File: config.mk
export PLATFORM = sky130hd
export DESIGN_NAME = json_byte_tokenizer_flat
export DESIGN_NICKNAME = d
export VERILOG_FILES = /design/src/sv/jbt_pkg.sv /design/src/sv/jbt_channels.sv /design/src/sv/jbt_lexer_core.sv /design/src/sv/jbt_result_fifo.sv /design/src/sv/json_byte_tokenizer.sv /design/src/flat_wrapper.sv
export SDC_FILE = /design/constraint.sdc
export NUM_CORES = 1
export LEC_CHECK = 0
export BUFFER_PORTS_ARGS = -buffer_cell sky130_fd_sc_hd__buf_2
export CORE_MARGIN = 1
export CORE_UTILIZATION = 50
export DETAILED_ROUTE_END_ITERATION = 10
export PLACE_DENSITY = 0.67
export REMOVE_ABC_BUFFERS = 1
export SLEW_MARGIN = 20
export SYNTH_ARGS = -nofsm -noshare
export SYNTH_HDL_FRONTEND = slang
export SYNTH_SLANG_ARGS = --single-unit
export TNS_END_PERCENT = 30
File: constraint.sdc
create_clock -name clk -period 8.1 [get_ports clk]
set_input_delay 0.81 -clock clk [delete_from_list [all_inputs] [get_ports clk]]
set_output_delay 0.81 -clock clk [all_outputs]
set_load 0.005 [all_outputs]
File: src/sv/jbt_pkg.sv
package jbt_pkg;

  localparam int unsigned POS_W = 16;

  // Token kinds
  localparam logic [3:0] KIND_NONE     = 4'd0;
  localparam logic [3:0] KIND_IDENT    = 4'd1;
  localparam logic [3:0] KIND_INT      = 4'd2;
  localparam logic [3:0] KIND_REAL     = 4'd3;
  localparam logic [3:0] KIND_LBRACE   = 4'd4;
  localparam logic [3:0] KIND_RBRACE   = 4'd5;
  localparam logic [3:0] KIND_LBRACKET = 4'd6;
  localparam logic [3:0] KIND_RBRACKET = 4'd7;
  localparam logic [3:0] KIND_QUOTE    = 4'd8;
  localparam logic [3:0] KIND_COMMA    = 4'd9;
  localparam logic [3:0] KIND_COLON    = 4'd10;

  // Error codes
  localparam logic [1:0] ERR_OK        = 2'd0;
  localparam logic [1:0] ERR_UNTERM    = 2'd1;
  localparam logic [1:0] ERR_TOO_LONG  = 2'd2;

  // Characters
  localparam logic [7:0] CH_LBRACE   = 8'h7B;
  localparam logic [7:0] CH_RBRACE   = 8'h7D;
  localparam logic [7:0] CH_LBRACKET = 8'h5B;
  localparam logic [7:0] CH_RBRACKET = 8'h5D;
  localparam logic [7:0] CH_COMMA    = 8'h2C;
  localparam logic [7:0] CH_COLON    = 8'h3A;
  localparam logic [7:0] CH_QUOTE    = 8'h22;
  localparam logic [7:0] CH_MINUS    = 8'h2D;
  localparam logic [7:0] CH_DOT      = 8'h2E;

  typedef struct packed {
    logic [3:0]       token_kind;
    logic [POS_W-1:0] token_offset;
    logic [POS_W-1:0] token_length;
    logic [1:0]       error_code;
    logic             run_end;
  } jbt_result_t;

  // Results produced by one byte, in delivery order
  typedef struct packed {
    logic [1:0]  count;
    jbt_result_t first;
    jbt_result_t second;
  } jbt_push_t;

endpackage

File: src/sv/jbt_channels.sv
interface jbt_in_if;
  logic       valid;
  logic       ready;
  logic [7:0] data_byte;
  logic       final_byte;

  modport source (output valid, output data_byte, output final_byte, input ready);
  modport sink   (input valid, input data_byte, input final_byte, output ready);
endinterface

interface jbt_out_if;
  logic        valid;
  logic        ready;
  logic [3:0]  token_kind;
  logic [15:0] token_offset;
  logic [15:0] token_length;
  logic [1:0]  error_code;
  logic        run_end;

  modport source (output valid, output token_kind, output token_offset,
                  output token_length, output error_code, output run_end,
                  input ready);
  modport sink   (input valid, input token_kind, input token_offset,
                  input token_length, input error_code, input run_end,
                  output ready);
endinterface

File: src/sv/jbt_lexer_core.sv
module jbt_lexer_core
  import jbt_pkg::*;
#(
  parameter int unsigned MAX_DOC_BYTES = 65536
) (
  input  logic      clk,
  input  logic      rst_n,
  input  logic      in_valid,
  output logic      in_ready,
  input  logic [7:0] in_data,
  input  logic      in_final,
  input  logic      space_ok,
  output jbt_push_t push
);

  localparam int unsigned POS_LIMIT = (MAX_DOC_BYTES > 65536) ? 65536 : MAX_DOC_BYTES;
  localparam logic [POS_W-1:0] POS_LAST = POS_W'(POS_LIMIT - 1);

  localparam logic [1:0] MODE_IDLE  = 2'd0;
  localparam logic [1:0] MODE_IDENT = 2'd1;
  localparam logic [1:0] MODE_INT   = 2'd2;
  localparam logic [1:0] MODE_REAL  = 2'd3;

  function automatic logic is_digit(input logic [7:0] c);
    return (c >= 8'h30) && (c <= 8'h39);
  endfunction

  function automatic logic is_space(input logic [7:0] c);
    return (c == 8'h20) || (c == 8'h09) || (c == 8'h0A) || (c == 8'h0B) ||
           (c == 8'h0C) || (c == 8'h0D);
  endfunction

  function automatic logic [3:0] punct_kind(input logic [7:0] c);
    logic [3:0] k;
    case (c)
      CH_LBRACE:   k = KIND_LBRACE;
      CH_RBRACE:   k = KIND_RBRACE;
      CH_LBRACKET: k = KIND_LBRACKET;
      CH_RBRACKET: k = KIND_RBRACKET;
      CH_QUOTE:    k = KIND_QUOTE;
      CH_COMMA:    k = KIND_COMMA;
      CH_COLON:    k = KIND_COLON;
      default:     k = KIND_NONE;
    endcase
    return k;
  endfunction

  logic             vld_r;
  logic [7:0]       byte_r;
  logic             fin_r;
  logic [1:0]       mode_r, mode_nxt;
  logic [POS_W-1:0] pos_r, pos_nxt;
  logic [POS_W-1:0] start_r, start_nxt;
  logic             ovf_r, ovf_nxt;
  logic             advance;

  logic             close, reidle, starts;
  logic [3:0]       close_kind, pk;
  logic [1:0]       mode_mid;
  logic [POS_W-1:0] start_mid;
  logic [POS_W-1:0] span;
  logic [POS_W:0]   full_wide;
  logic [POS_W-1:0] full;
  logic             has_a, has_b, has_c;
  jbt_result_t      res_a, res_b, res_c;
  logic [1:0]       err_base;

  assign advance  = vld_r && space_ok;
  assign in_ready = !vld_r || space_ok;

  always_ff @(posedge clk) begin
    if (!rst_n) begin
      vld_r <= 1'b0;
    end else if (in_valid && in_ready) begin
      vld_r <= 1'b1;
    end else if (advance) begin
      vld_r <= 1'b0;
    end
  end

  always_ff @(posedge clk) begin
    if (in_valid && in_ready) begin
      byte_r <= in_data;
      fin_r  <= in_final;
    end
  end

  always_comb begin
    pk = punct_kind(byte_r);
    close      = 1'b0;
    close_kind = KIND_NONE;
    case (mode_r)
      MODE_IDENT: begin
        close      = (byte_r == CH_COMMA) || (byte_r == CH_QUOTE);
        close_kind = KIND_IDENT;
      end
      MODE_INT: begin
        close      = (byte_r != CH_DOT) && !is_digit(byte_r);
        close_kind = KIND_INT;
      end
      MODE_REAL: begin
        close      = !is_digit(byte_r);
        close_kind = KIND_REAL;
      end
      default: begin
        close      = 1'b0;
        close_kind = KIND_NONE;
      end
    endcase

    // Idle handling applies to a byte seen in idle or to the byte that closed a token
    reidle = (mode_r == MODE_IDLE) || close;
    starts = reidle && !is_space(byte_r) && (pk == KIND_NONE);

    mode_mid = mode_r;
    if (reidle) begin
      if (!starts) begin
        mode_mid = MODE_IDLE;
      end else if (is_digit(byte_r) || (byte_r == CH_MINUS)) begin
        mode_mid = MODE_INT;
      end else begin
        mode_mid = MODE_IDENT;
      end
    end else if ((mode_r == MODE_INT) && (byte_r == CH_DOT)) begin
      mode_mid = MODE_REAL;
    end
    start_mid = starts ? pos_r : start_r;

    span = (start_r > pos_r) ? '0 : pos_r - start_r;
    full_wide = (start_mid > pos_r) ? (POS_W+1)'(1)
              : {1'b0, pos_r} - {1'b0, start_mid} + (POS_W+1)'(1);
    full = full_wide[POS_W] ? '1 : full_wide[POS_W-1:0];

    err_base = ovf_r ? ERR_TOO_LONG : ERR_OK;

    has_a = close;
    res_a = '{token_kind: close_kind, token_offset: start_r, token_length: span,
              error_code: err_base, run_end: 1'b0};
    has_b = reidle && (pk != KIND_NONE);
    res_b = '{token_kind: pk, token_offset: pos_r, token_length: '0,
              error_code: err_base, run_end: 1'b0};
    has_c = fin_r && (mode_mid != MODE_IDLE);
    res_c.token_offset = start_mid;
    res_c.token_length = full;
    res_c.run_end      = 1'b0;
    case (mode_mid)
      MODE_INT:  begin
        res_c.token_kind = KIND_INT;
        res_c.error_code = err_base;
      end
      MODE_REAL: begin
        res_c.token_kind = KIND_REAL;
        res_c.error_code = err_base;
      end
      default: begin
        res_c.token_kind = KIND_NONE;
        res_c.error_code = ovf_r ? ERR_TOO_LONG : ERR_UNTERM;
      end
    endcase

    // A punctuation token leaves idle, so at most two of the three appear
    push.count  = advance ? 2'({1'b0, has_a} + {1'b0, has_b} + {1'b0, has_c}) : 2'd0;
    push.first  = has_a ? res_a : (has_b ? res_b : res_c);
    push.second = (has_a && has_b) ? res_b : res_c;
    push.first.run_end  = (push.count == 2'd1);
    push.second.run_end = 1'b1;

    if (fin_r) begin
      mode_nxt  = MODE_IDLE;
      start_nxt = '0;
      pos_nxt   = '0;
      ovf_nxt   = 1'b0;
    end else begin
      mode_nxt  = mode_mid;
      start_nxt = start_mid;
      pos_nxt   = pos_r;
      ovf_nxt   = ovf_r;
      if (!ovf_r) begin
        if (pos_r == POS_LAST) begin
          ovf_nxt = 1'b1;
        end else begin
          pos_nxt = pos_r + POS_W'(1);
        end
      end
    end
  end

  always_ff @(posedge clk) begin
    if (!rst_n) begin
      mode_r  <= MODE_IDLE;
      pos_r   <= '0;
      start_r <= '0;
      ovf_r   <= 1'b0;
    end else if (advance) begin
      mode_r  <= mode_nxt;
      pos_r   <= pos_nxt;
      start_r <= start_nxt;
      ovf_r   <= ovf_nxt;
    end
  end

`ifndef SYNTHESIS
  a_final_resets: assert property (@(posedge clk) disable iff (!rst_n)
    advance && fin_r |=> mode_r == MODE_IDLE && pos_r == '0 && !ovf_r)
    else $error("state not cleared after final byte");

  a_ovf_saturates: assert property (@(posedge clk) disable iff (!rst_n)
    ovf_r |-> pos_r == POS_LAST && start_r <= pos_r)
    else $error("offset not saturated under overflow");

  a_pos_steps: assert property (@(posedge clk) disable iff (!rst_n)
    advance && !fin_r && !ovf_r && pos_r != POS_LAST |=> pos_r == $past(pos_r) + POS_W'(1))
    else $error("byte offset did not advance by one");
`endif

endmodule

File: src/sv/jbt_result_fifo.sv
module jbt_result_fifo
  import jbt_pkg::*;
(
  input  logic        clk,
  input  logic        rst_n,
  input  jbt_push_t   push,
  output logic        space_ok,
  output logic        out_valid,
  input  logic        out_ready,
  output jbt_result_t out_res
);

  localparam int unsigned DEPTH = 4;
  localparam int unsigned AW    = $clog2(DEPTH);

  jbt_result_t     mem_r [DEPTH];
  logic [AW-1:0]   wr_ptr_r, rd_ptr_r;
  logic [AW:0]     count_r, count_nxt;
  logic            pop;

  assign out_valid = (count_r != '0);
  assign out_res   = mem_r[rd_ptr_r];
  assign pop       = out_valid && out_ready;
  // Room for the worst case of two results from one byte
  assign space_ok  = (count_r <= (AW+1)'(DEPTH - 2));
  assign count_nxt = count_r + (AW+1)'(push.count) - (AW+1)'(pop);

  always_ff @(posedge clk) begin
    if (push.count != 2'd0) begin
      mem_r[wr_ptr_r] <= push.first;
    end
    if (push.count == 2'd2) begin
      mem_r[wr_ptr_r + AW'(1)] <= push.second;
    end
  end

  always_ff @(posedge clk) begin
    if (!rst_n) begin
      wr_ptr_r <= '0;
      rd_ptr_r <= '0;
      count_r  <= '0;
    end else begin
      wr_ptr_r <= wr_ptr_r + AW'(push.count);
      rd_ptr_r <= rd_ptr_r + AW'(pop);
      count_r  <= count_nxt;
    end
  end

`ifndef SYNTHESIS
  a_no_overrun: assert property (@(posedge clk) disable iff (!rst_n)
    push.count != 2'd0 |-> count_r + (AW+1)'(push.count) <= (AW+1)'(DEPTH))
    else $error("result queue overrun");

  a_push_gated: assert property (@(posedge clk) disable iff (!rst_n)
    !space_ok |-> push.count == 2'd0)
    else $error("push while queue lacks room");

  a_count_bound: assert property (@(posedge clk) disable iff (!rst_n)
    count_r <= (AW+1)'(DEPTH))
    else $error("result queue count out of range");
`endif

endmodule

File: src/sv/json_byte_tokenizer.sv
// Channel  Dir  Beat
// in_chan  in   data_byte[7:0], final_byte
// out_chan out  token_kind[3:0], token_offset[15:0], token_length[15:0],
//               error_code[1:0], run_end
//
// One byte per clock while the queue has room, through an input register and
// combinational lexing. Each byte yields zero, one or two tokens into a
// four-entry result queue; the output delivers one token per clock while the
// sink is ready, so bytes with two tokens set the sustained rate when tokens
// are dense. rst_n is synchronous; it returns the lexer to idle at offset zero.
// A byte waits in the input register while the queue has fewer than two free.
module json_byte_tokenizer
  import jbt_pkg::*;
#(
  parameter int unsigned MAX_DOC_BYTES = 65536
) (
  input logic        clk,
  input logic        rst_n,
  jbt_in_if.sink     in_chan,
  jbt_out_if.source  out_chan
);

  jbt_push_t   push;
  logic        space_ok;
  jbt_result_t head;

  jbt_lexer_core #(
    .MAX_DOC_BYTES(MAX_DOC_BYTES)
  ) u_core (
    .clk      (clk),
    .rst_n    (rst_n),
    .in_valid (in_chan.valid),
    .in_ready (in_chan.ready),
    .in_data  (in_chan.data_byte),
    .in_final (in_chan.final_byte),
    .space_ok (space_ok),
    .push     (push)
  );

  jbt_result_fifo u_fifo (
    .clk       (clk),
    .rst_n     (rst_n),
    .push      (push),
    .space_ok  (space_ok),
    .out_valid (out_chan.valid),
    .out_ready (out_chan.ready),
    .out_res   (head)
  );

  assign out_chan.token_kind   = head.token_kind;
  assign out_chan.token_offset = head.token_offset;
  assign out_chan.token_length = head.token_length;
  assign out_chan.error_code   = head.error_code;
  assign out_chan.run_end      = head.run_end;

endmodule

File: src/flat_wrapper.sv
// flat-port wrapper written by rule: the top's interface ports become plain ports
module json_byte_tokenizer_flat import jbt_pkg::*;
#(
  parameter int unsigned MAX_DOC_BYTES = 65536
)
  (clk, rst_n, in_chan_valid, in_chan_data_byte, in_chan_final_byte, in_chan_ready, out_chan_valid, out_chan_token_kind, out_chan_token_offset, out_chan_token_length, out_chan_error_code, out_chan_run_end, out_chan_ready);
  jbt_in_if in_chan_i ();
  jbt_out_if out_chan_i ();
  input logic clk;
  input logic rst_n;
  input wire logic [$bits(in_chan_i.valid)-1:0] in_chan_valid;
  input wire logic [$bits(in_chan_i.data_byte)-1:0] in_chan_data_byte;
  input wire logic [$bits(in_chan_i.final_byte)-1:0] in_chan_final_byte;
  output wire logic [$bits(in_chan_i.ready)-1:0] in_chan_ready;
  output wire logic [$bits(out_chan_i.valid)-1:0] out_chan_valid;
  output wire logic [$bits(out_chan_i.token_kind)-1:0] out_chan_token_kind;
  output wire logic [$bits(out_chan_i.token_offset)-1:0] out_chan_token_offset;
  output wire logic [$bits(out_chan_i.token_length)-1:0] out_chan_token_length;
  output wire logic [$bits(out_chan_i.error_code)-1:0] out_chan_error_code;
  output wire logic [$bits(out_chan_i.run_end)-1:0] out_chan_run_end;
  input wire logic [$bits(out_chan_i.ready)-1:0] out_chan_ready;
  assign in_chan_i.valid = in_chan_valid;
  assign in_chan_i.data_byte = in_chan_data_byte;
  assign in_chan_i.final_byte = in_chan_final_byte;
  assign in_chan_ready = in_chan_i.ready;
  assign out_chan_valid = out_chan_i.valid;
  assign out_chan_token_kind = out_chan_i.token_kind;
  assign out_chan_token_offset = out_chan_i.token_offset;
  assign out_chan_token_length = out_chan_i.token_length;
  assign out_chan_error_code = out_chan_i.error_code;
  assign out_chan_run_end = out_chan_i.run_end;
  assign out_chan_i.ready = out_chan_ready;
  json_byte_tokenizer #(.MAX_DOC_BYTES(MAX_DOC_BYTES)) u_core (.clk(clk), .rst_n(rst_n), .in_chan(in_chan_i), .out_chan(out_chan_i));
endmodule
==> results of run 1 <==
==> power groups by stage <==
stage	logic (uW)	registers (uW)	clock network [uW]
3_3_place_gp	500	1230	0
3_5_place_dp	503	1240	0
6_report	499	1210	1080
5_1_grt	543	1220	1130
2_1_floorplan	294	1260	0
4_1_cts	506	1210	1090
==> per-stage QoR <==
stage          utilization [%]  power [uW]  instances  setup WS (ps)  area, um2
4_1_cts                  56.23        2809       1515           2230      13640
3_5_place_dp             53.07        1740       1473           2260      12870
3_3_place_gp             53.07        1735       1473           2464      12870
6_report                 56.25        2790       1515           2196      13640
5_1_grt                  56.25        2894       1515           1728      13640
2_1_floorplan                -        1558       1078           2840      12040
==> worst max-delay path: cells and delay by family, from the launching register on <==
family | cells | cell delay (ps)
AND/OR/NAND/NOR | 6 | 1800
adder cells (fa/ha/maj) | 2 | 710
XOR/XNOR | 1 | 730
flip-flops | 1 | 460
AO/OA/AOI/OAI | 8 | 2030
==> kinds of logic after synthesis <==
logic type	Yosys count	share of synthesized area, %
compound gates	329	17.43
xor+xnor	50	3.619
fa+ha+maj	72	7.624
buf+inv	127	4.168
flops	208	46.92
mux	43	7.472
simple gates	310	12.76
==> synthesized netlist by cell type (all sizes together) (3+ instances only) <==
cell	count	area, um2
inv	66	247.7
o21bai	3	33.78
a21oi	53	269.0
or3	10	67.56
mux2i	3	30.03
o211ai	5	42.54
or2	8	50.05
dfxtp	47	940.9
a21o	9	67.56
mux4	39	878.3
o21ai	62	314.0
buf	21	115.1
and4	3	26.28
o221ai	6	77.58
nand2	84	367.8
edfxtp	161	4835
nor2b	33	206.5
a221o	3	30.03
nand4	9	56.30
xnor2	34	297.8
a31oi	5	31.28
fa	5	100.1
o32a	3	33.78
xor2	16	147.7
o22ai	131	819.5
nor2	96	360.4
nand3b	3	22.52
a22oi	20	150.1
o31ai	3	27.52
o21a	5	37.54
nand2b	7	43.79
nor3	17	101.4
ha	67	838.3
nand3	8	45.04
clkbuf	40	150.1
and2	19	118.9
nor4	4	31.28
==> metal layers <==
layer / track usage, % / share of wire (%) / wire, um
met1: 34.65 / 42 / 13730
met2: 43.24 / 47 / 15650
met3: 4.624 / 7.9 / 2614
met4: 8.435 / 3.0 / 973
met5: 0 / 0 / 0
==> worst paths after layout <==
path / endpoint / cells past startpoint / slack [ps]
worst min register to register: u_core.u_fifo.mem_r[3][0] / 2 / 540
worst min-delay path: u_core.u_core.byte_r[2] / 1 / 470
worst max register to register: u_core.u_fifo.mem_r[2][11] / 17 / 2200
worst max-delay path: u_core.u_fifo.mem_r[2][11] / 17 / 2200
==> cell type report <==
cell class	instances	area, um2	area share (%)
Timing Repair Buffer	71	400.4	2.935
Tap cell	324	405.4	2.972
Clock buffer	26	586.8	4.302
Multi-Input combinational cell	804	6041	44.29
Clock inverter	16	181.4	1.330
Sequential cell	208	5778	42.36
Inverter	66	247.7	1.816
==> registers in the layout, indices dropped and copies added (netlist names) <==
name / flops
u_core.u_fifo.mem_r: 156
u_core.u_core.pos_r: 16
u_core.u_core.start_r: 16
u_core.u_core.byte_r: 8
u_core.u_fifo.count_r: 3
u_core.u_core.mode_r: 2
u_core.u_fifo.rd_ptr_r: 2
u_core.u_fifo.wr_ptr_r: 2
u_core.u_core.fin_r: 1
u_core.u_core.ovf_r: 1
u_core.u_core.vld_r: 1
==> impl_metrics.toml, run 1 <==
[hold_path]
worstHoldPathType = "input pin to register"
min-delay-start = "in_chan_data_byte[2]"

[power_and_ir_drop]
clkPwrFrac_pct = 38.6
netSwitchingPower_uw = 727.5
power.density_nw_per_um2 = 204.5
p_seq_share_pct = 43.5
p_int_uw = 2062
pwr-share-comb_pct = 17.9
ir_drop_v = 0.0001349
power.leakage_uw = 0.004662
swShare_pct = 26.08

[finish]
nFillCells = 2110
drive_above_1_share_pct = 16.20
layout_common_cells = "edfxtp_1, o22ai_1, nor2_1"
final_common_cell = "edfxtp_1"
area_growth_pct = 10.83
nets = 1259
insertedDiodeCount = 0

[cts]
root_buffer = "clkbuf_16"
htree_levels = 1
cts_buffers = 23
clkTransAtPathRegs_ps = 60
insertion_delay_ps = 520
clock-sinks = 208
clock_path_buffers = 3
cts_hold_buf = 0
cts_resized = 0
cts_tree = "yes"
postCtsSetupBuffers = 0

[place]
portBuffers = 53
gp_congestion = 0.9439
dp_hpwl_um = 22360

[floorplan]
die_x_um = 158.9
die_area_um2 = 25250
pin_count = 54
rows = 57
initial_core_util_pct = 50.76
core_um2 = 24250
die_h_um = 158.9

[synth]
yosys_most_used_dff = "edfxtp_1"
ys_ff_latch = 208
netlist_area_um2 = 12310
yosysSeqAreaShare_pct = 46.92
syn-instance-count = 1139
synth-edff-count = 161
yosys_warnings = 0
syn_avg_cell_area_um2 = 10.81
async_flop_share_pct = 0
yosysUniqueCellTypes = 84

[timing]
fin_crit_sh_pct = 72.89
slew_headroom_pct = 33.13
finalSetupViolCount = 0
setup_tns_ps = 0
tightest_slew_ps = 995.4
drv_slew = 0
fin_hold_ws_ps = 470.7
fin_crit_ps = 5904
fmax_ghz = 0.1694
fin_skew_ps = 9.045
hold_viol = 0
rsz0062_at_grt = "false"

[flow_run]
cap_violations = 0

[critical_path]
path_max_fanout = 33
worst_setup_path_start_kind = "register"
slowest_stage = "xor2_2"
cp_data_required_time_ps = 8460
critPathMaxStageDelay_ps = 730
arrival_ps = 6260
regToRegStartpoint = "u_core.u_core.byte_r[0]"
crit_chain = "and2b_1, nand3_1, o221ai_2, nand2_1, o21bai_4, o21ai_0, ha_1, ha_1, a21oi_1, o211ai_1, a311oi_2, nor4_1, o31ai_2, xor2_2, nor2_1, or3_1, o221ai_2"
startpoint = "u_core.u_core.byte_r[0]"
worstSetupPathType = "register to register"
endpoint_kind = "register"

[route]
postRouteAntennaNets = 0
dr.pass1.iters = 7
wl_um = 32970
vias = 9387
drt_iter0_markers = 888
wire_per_inst_um = 21.76
vias_per_cell = 6.196
drc = 0

[global_routing]
grt.overflow.total = 0
grt_max_degree = 42
track_usage_pct = 26.08
grt_pass1_wl_um = 51460
grt_pass1_vias = 9298
antenna_found_initial = 0

[status]
status = "finished clean"
Note: power is estimated with default switching activity, not from simulation.
==> inputs of run 2 (changes only) <==
Settings changed: PLACE_DENSITY 0.67 to 0.69.
Clock period 8.1 ns to 5.2 ns, I/O delays scaled along.
==> impl_metrics.toml, run 2 (synthesized netlist as in run 1, its figures left out) <==
[floorplan]
die_x_um = 158.9
core_um2 = 24250
die_area_um2 = 25250
die_h_um = 158.9
initial_core_util_pct = 50.76
rows = 57
pin_count = 54

[timing]
fin_crit_sh_pct = 95.15
fin_skew_ps = 10.87
hold_viol = 0
finalSetupViolCount = 0
rsz0062_at_grt = "false"
tightest_slew_ps = 1142
fmax_ghz = 0.2021
drv_slew = 0
fin_crit_ps = 4948
setup_ws_ps = 252.4
slew_headroom_pct = 23.61

[finish]
largest_register = "u_core.u_fifo.mem_r"
largest_register_ffs = 156
nets = 1286
area_growth_pct = 12.88
nFillCells = 2085
reg_top3 = "u_core.u_fifo.mem_r: 156 flops, u_core.u_core.pos_r: 16 flops, u_core.u_core.start_r: 16 flops"
register_area_um2 = 5778
drive_above_1_share_pct = 18.31
fin_area_um2 = 13890
final_common_cell = "edfxtp_1"
layout_common_cells = "edfxtp_1, o22ai_1, nor2_1"
insertedDiodeCount = 0
multi_input_area_um2 = 6120

[place]
place_ws_ps = 27.14
placed_area_um2 = 13060
dp_hpwl_um = 23870
gp_congestion = 0.9962
portBuffers = 53

[power_and_ir_drop]
power.density_nw_per_um2 = 310.5
power.leakage_uw = 0.004796
ir_drop_v = 0.0001745
total_power_uw = 4313
p_int_uw = 3154
clkPwrFrac_pct = 37.0
pwr-share-comb_pct = 18.3
netSwitchingPower_uw = 1159
p_seq_share_pct = 44.7
swShare_pct = 26.88

[global_routing]
antenna_found_initial = 0
track_usage_pct = 26.23
grt.overflow.total = 0
grt_max_degree = 41
grt_pass1_vias = 9222
grt_pass1_wl_um = 51430

[cts]
clock_path_buffers = 3
htree_levels = 1
clock-sinks = 208
cts_buffers = 23
root_buffer = "clkbuf_16"
cts_tree = "yes"
insertion_delay_ps = 510
clkTransAtPathRegs_ps = 60

[critical_path]
worst_setup_path_start_kind = "register"
endpoint_kind = "register"
endpoint = "u_core.u_fifo.mem_r[2][21]"
regToRegStartpoint = "u_core.u_core.byte_r[0]"
timing.reg2reg.setup_slack_ps = 250
worstSetupPathType = "register to register"
r2r_cells = 14
path_max_fanout = 18
arrival_ps = 5160
rr_endpoint = "u_core.u_fifo.mem_r[2][21]"
cp_data_required_time_ps = 5410
startpoint = "u_core.u_core.byte_r[0]"

[flow_run]
cap_violations = 0

[route]
drc = 0
vias_per_cell = 6.335
wire_per_inst_um = 22.33
vias = 9768
postRouteAntennaNets = 0
wl_um = 34430
dr.pass1.iters = 7
drt_iter0_markers = 954

[hold_path]
worstHoldPathType = "input pin to register"

[status]
status = "finished clean"
## run 2: cell types whose count changed in the layout (fill, tap and decap cells not counted), sizes merged
cell,change
buf,+22
bufinv,-2
clkbuf,+4
clkinv,-3
clkinvlp,+1
inv,+1
o21bai,+3
xor2,+1
## run 2: stage by stage
step	utilization [%]	setup TNS, ps	hold slack [ps]	cells
floorplan	-	-60.02	489.8	1078
global placement	53.84	0	516.7	1493
detailed placement	53.84	0	529.0	1493
CTS	56.87	0	166.9	1535
global route	57.30	0	167.4	1542
finish	57.30	0	177.5	1542
## run 2: worst min path at each step
stage                         startpoint                   endpoint  slack (ps)  cells after the start
3_5_place_dp   u_core.u_fifo.mem_r[1][0]  u_core.u_fifo.mem_r[1][0]         530                      2
5_1_grt             in_chan_data_byte[5]    u_core.u_core.byte_r[5]         170                      1
6_report            in_chan_data_byte[5]    u_core.u_core.byte_r[5]         180                      1
4_1_cts             in_chan_data_byte[5]    u_core.u_core.byte_r[5]         170                      1
3_3_place_gp         u_core.u_core.vld_r        u_core.u_core.vld_r         520                      2
2_1_floorplan  u_core.u_fifo.mem_r[3][0]  u_core.u_fifo.mem_r[3][0]         490                      2
## run 2: layer usage
| metal | wire, um | share of wire, % | vias to the layer above | track usage (%) |
|---|---|---|---|---|
| li1 | - | - | 4443 | - |
| met1 | 14050 | 41 | 4776 | 35.10 |
| met2 | 16710 | 49 | 477 | 43.82 |
| met3 | 2614 | 7.6 | 72 | 2.978 |
| met4 | 1061 | 3.1 | 0 | 10.01 |
| met5 | 0 | 0 | - | 0 |
## run 2: layout make-up
class / instances / share of cell area [%]
clock inverters: 13 / 0.9096
multi-input cells: 808 / 44.05
repair buffers: 94 / 4.377
inverters: 66 / 1.783
clock buffers: 29 / 4.377
flip-flops and latches: 208 / 41.59
well taps: 324 / 2.918
## run 2: what timing repair did
action | CTS | global route
setup endpoints to repair | 1 | 89
cloned | 0 | 4
pin swaps | 1 | 8
hold buffers | 0 | 0
resized for setup | 0 | 16
buffers inserted | 0 | 3
## run 2: power groups by stage
stage               combinational [uW]  sequential, uW  clock (uW)
detailed placement                 770            1970           0
floorplan                          457            1970           0
global route                       846            1940        1680
CTS                                775            1930        1620
global placement                   757            1960           0
finish                             789            1930        1600
## run 2: worst max-delay path, cell delays in order, from the launching register on
cell and delay [ps]:
edfxtp_1 450, or4b_1 540, a21oi_1 190, o21ai_1 130
nand3_4 150, o21bai_4 220, buf_4 190, inv_2 30
a22o_1 270, o21a_1 220, fa_1 720, o21ai_1 220
or2_2 510, nand2_2 510, buf_4 290
==> inputs of run 3 (changes only) <==
Settings changed: ABC_AREA set to 1.
==> impl_metrics.toml, run 3 <==
[status]
status = "finished, violations left"
violations = "design-rule violations"

[finish]
largest_register_ffs = 156
nets = 1988
final_common_cell = "nand2_1"
area_growth_pct = 8.508
largest_register = "u_core.u_fifo.mem_r"
drive_above_1_share_pct = 12.66
reg_top3 = "u_core.u_fifo.mem_r: 156 flops, u_core.u_core.pos_r: 16 flops, u_core.u_core.start_r: 16 flops"
layout_common_cells = "nand2_1, nand3_1, edfxtp_1"
stdcell_count = 2304
fin_area_um2 = 15770

[timing]
fin_skew_ps = 11.03
slew_headroom_pct = 23.00
hold_viol = 0
setup_tns_ps = 0
rsz0062_at_grt = "false"
fin_hold_ws_ps = 160.0
setup_ws_ps = 512.0
finalSetupViolCount = 0
fmax_ghz = 0.2133
tightest_slew_ps = 1154
drv_slew = 0
fin_crit_ps = 4688
fin_crit_sh_pct = 90.15

[critical_path]
crit_buf_inv = 1
arrival_ps = 5080
endpoint_kind = "register"
crit_top_cell = "nand2_1"
path_max_fanout = 25
cp_data_required_time_ps = 5590
timing.reg2reg.setup_slack_ps = 510
critPathMaxStageDelay_ps = 460
crit_chain = "nor2_2, nand2_1, nor2_2, nor2_4, nand2_4, inv_4, nand2_4, nand2_8, nand2_4, nand2_2, ha_1, ha_1, a21oi_1, o21ai_0, a21oi_1, nand2_1, nand2_1, nand3_4, nand2_1, nand2_1, nand2_1, nand2_1, nand2_1"
crit_family = "simple AND/OR/NAND/NOR gates"
worstSetupPathType = "register to register"
worst_setup_path_start_kind = "register"
slowest_stage = "edfxtp_1"

[route]
vias_per_cell = 5.851
vias = 13480
wire_per_inst_um = 19.57
drt_iter0_markers = 1280
postRouteAntennaNets = 0
wl_um = 45080
drc = 2
dr.pass1.iters = 8

[synth]
syn_avg_cell_area_um2 = 7.720
synth-edff-count = 161
yosys_most_used_dff = "edfxtp_1"
synthTopCellsByArea = "edfxtp_1, nand2_1, nand3_1"
synth_top_area_share_pct = 33.28
yosys_warnings = 0
async_flop_share_pct = 0
netlist_area_um2 = 14530
yosysUniqueCellTypes = 48
yosysSeqAreaShare_pct = 39.75
ys_ff_latch = 208
synth.most_common_cell = "nand2_1"
syn-instance-count = 1882
yosys.area.top_type = "edfxtp_1"
synthTopCellsByCount = "nand2_1, nand3_1, edfxtp_1"

[place]
gp_congestion = 0.9718
place_ws_ps = 507.3
numPlacedInstances = 2261
portBuffers = 53
placed_area_um2 = 14990
dp_hpwl_um = 30050

[power_and_ir_drop]
p_int_uw = 3190
swShare_pct = 31.24
pwr-share-comb_pct = 23.3
clkPwrFrac_pct = 36.2
ir_drop_v = 0.0001972
power.leakage_uw = 0.007437
power.density_nw_per_um2 = 294.3
netSwitchingPower_uw = 1450
p_seq_share_pct = 40.5

[floorplan]
pin_count = 54
die_h_um = 172.5
initial_core_util_pct = 50.76
rows = 62
die_area_um2 = 29740
die_x_um = 172.5
core_um2 = 28630

[cts]
clock_path_buffers = 3
clkTransAtPathRegs_ps = 60
cts_buffers = 24
cts_tree = "yes"
cts_hold_buf = 0
root_buffer = "clkbuf_16"
clock-sinks = 208
htree_levels = 1
insertion_delay_ps = 540

[global_routing]
grt.overflow.total = 0
track_usage_pct = 30.85
grt_pass1_wl_um = 69430
grt_max_degree = 80
antenna_found_initial = 1
grt_pass1_vias = 12608

[flow_run]
cap_violations = 0

[hold_path]
worstHoldPathType = "input pin to register"
## run 3: cell types whose count changed after synthesis, moves of 20 or more
| cell | before | now |
|---|---|---|
| nor2_1 | 96 | 140 |
| nand3_1 | 7 | 219 |
| inv_1 | 65 | 150 |
| o22ai_1 | 131 | 62 |
| nor2b_1 | 33 | 0 |
| xnor2_1 | 34 | 3 |
| nand3_2 | 1 | 21 |
| a21oi_1 | 52 | 84 |
| mux4_2 | 39 | 0 |
| nand2_1 | 75 | 553 |
| o21ai_0 | 46 | 114 |
## run 3: per-stage QoR
step	power, uW	utilization (%)
after floorplan	2554	-
after global placement	2974	52.36
after detailed placement	2993	52.36
after CTS	4655	55.04
after global routing	4861	55.07
final	4640	55.07
## run 3: repair_timing
action,in CTS,in global routing
endpoints found under the setup margin,0,8
buffers inserted,0,0
resized for setup,0,1
## run 3: final timing paths
check / startpoint / end / depth (start not counted)
worst min-delay path: in_chan_data_byte[7] / u_core.u_core.byte_r[7] / 1
worst min register to register: u_core.u_fifo.mem_r[3][0] / u_core.u_fifo.mem_r[3][0] / 2
worst max register to register: u_core.u_core.byte_r[0] / u_core.u_fifo.mem_r[3][11] / 23
worst max-delay path: u_core.u_core.byte_r[0] / u_core.u_fifo.mem_r[3][11] / 23
## run 3: final cells by class
cell class | instances | area [um2]
antenna | 1 | 2.502
clock buffer | 26 | 608.1
clock inverter | 16 | 158.9
fill | 2669 | 12860
inverter | 167 | 634.4
multi-input combinational | 1429 | 7689
sequential | 208 | 5777
tap | 384 | 480.5
timing repair buffer | 73 | 415.4
## run 3: layer usage
metal  vias to the layer above  part of all wire, %  global-route usage (%)
met3                        98                  9.5                   5.722
li1                       6430                    -                       -
met2                       627                   46                   51.14
met5                         -                    0                       0
met1                      6325                   42                   40.29
met4                         0                  2.9                   10.62
## run 3: cell families after synthesis
family / after synthesis / synth area share, %
simple gates: 1053 / 34.15
flops: 208 / 39.75
compound gates: 294 / 11.57
buf+inv: 245 / 7.458
xor+xnor: 10 / 0.6029
fa+ha+maj: 72 / 6.459
## run 3: power groups by stage
| stage | sequential (uW) | combinational [uW] | clock [uW] |
|---|---|---|---|
| after CTS | 1880 | 1080 | 1690 |
| after detailed placement | 1910 | 1080 | 0 |
| after global routing | 1890 | 1220 | 1760 |
| after global placement | 1910 | 1060 | 0 |
| after floorplan | 1950 | 600 | 0 |
| final | 1880 | 1080 | 1680 |
## run 3: worst register-to-register path, stage by stage (launching register included)
cell      delay, ps
edfxtp_1        460
nor2_2          190
nand2_1          80
nor2_2          180
nor2_4           80
nand2_4         130
inv_4            40
nand2_4         210
nand2_8         240
nand2_4         140
nand2_2          90
ha_1            360
ha_1            360
a21oi_1         290
o21ai_0         180
a21oi_1         260
nand2_1          90
nand2_1         110
nand3_4         340
nand2_1         330
nand2_1          70
nand2_1         140
nand2_1          70
nand2_1          90
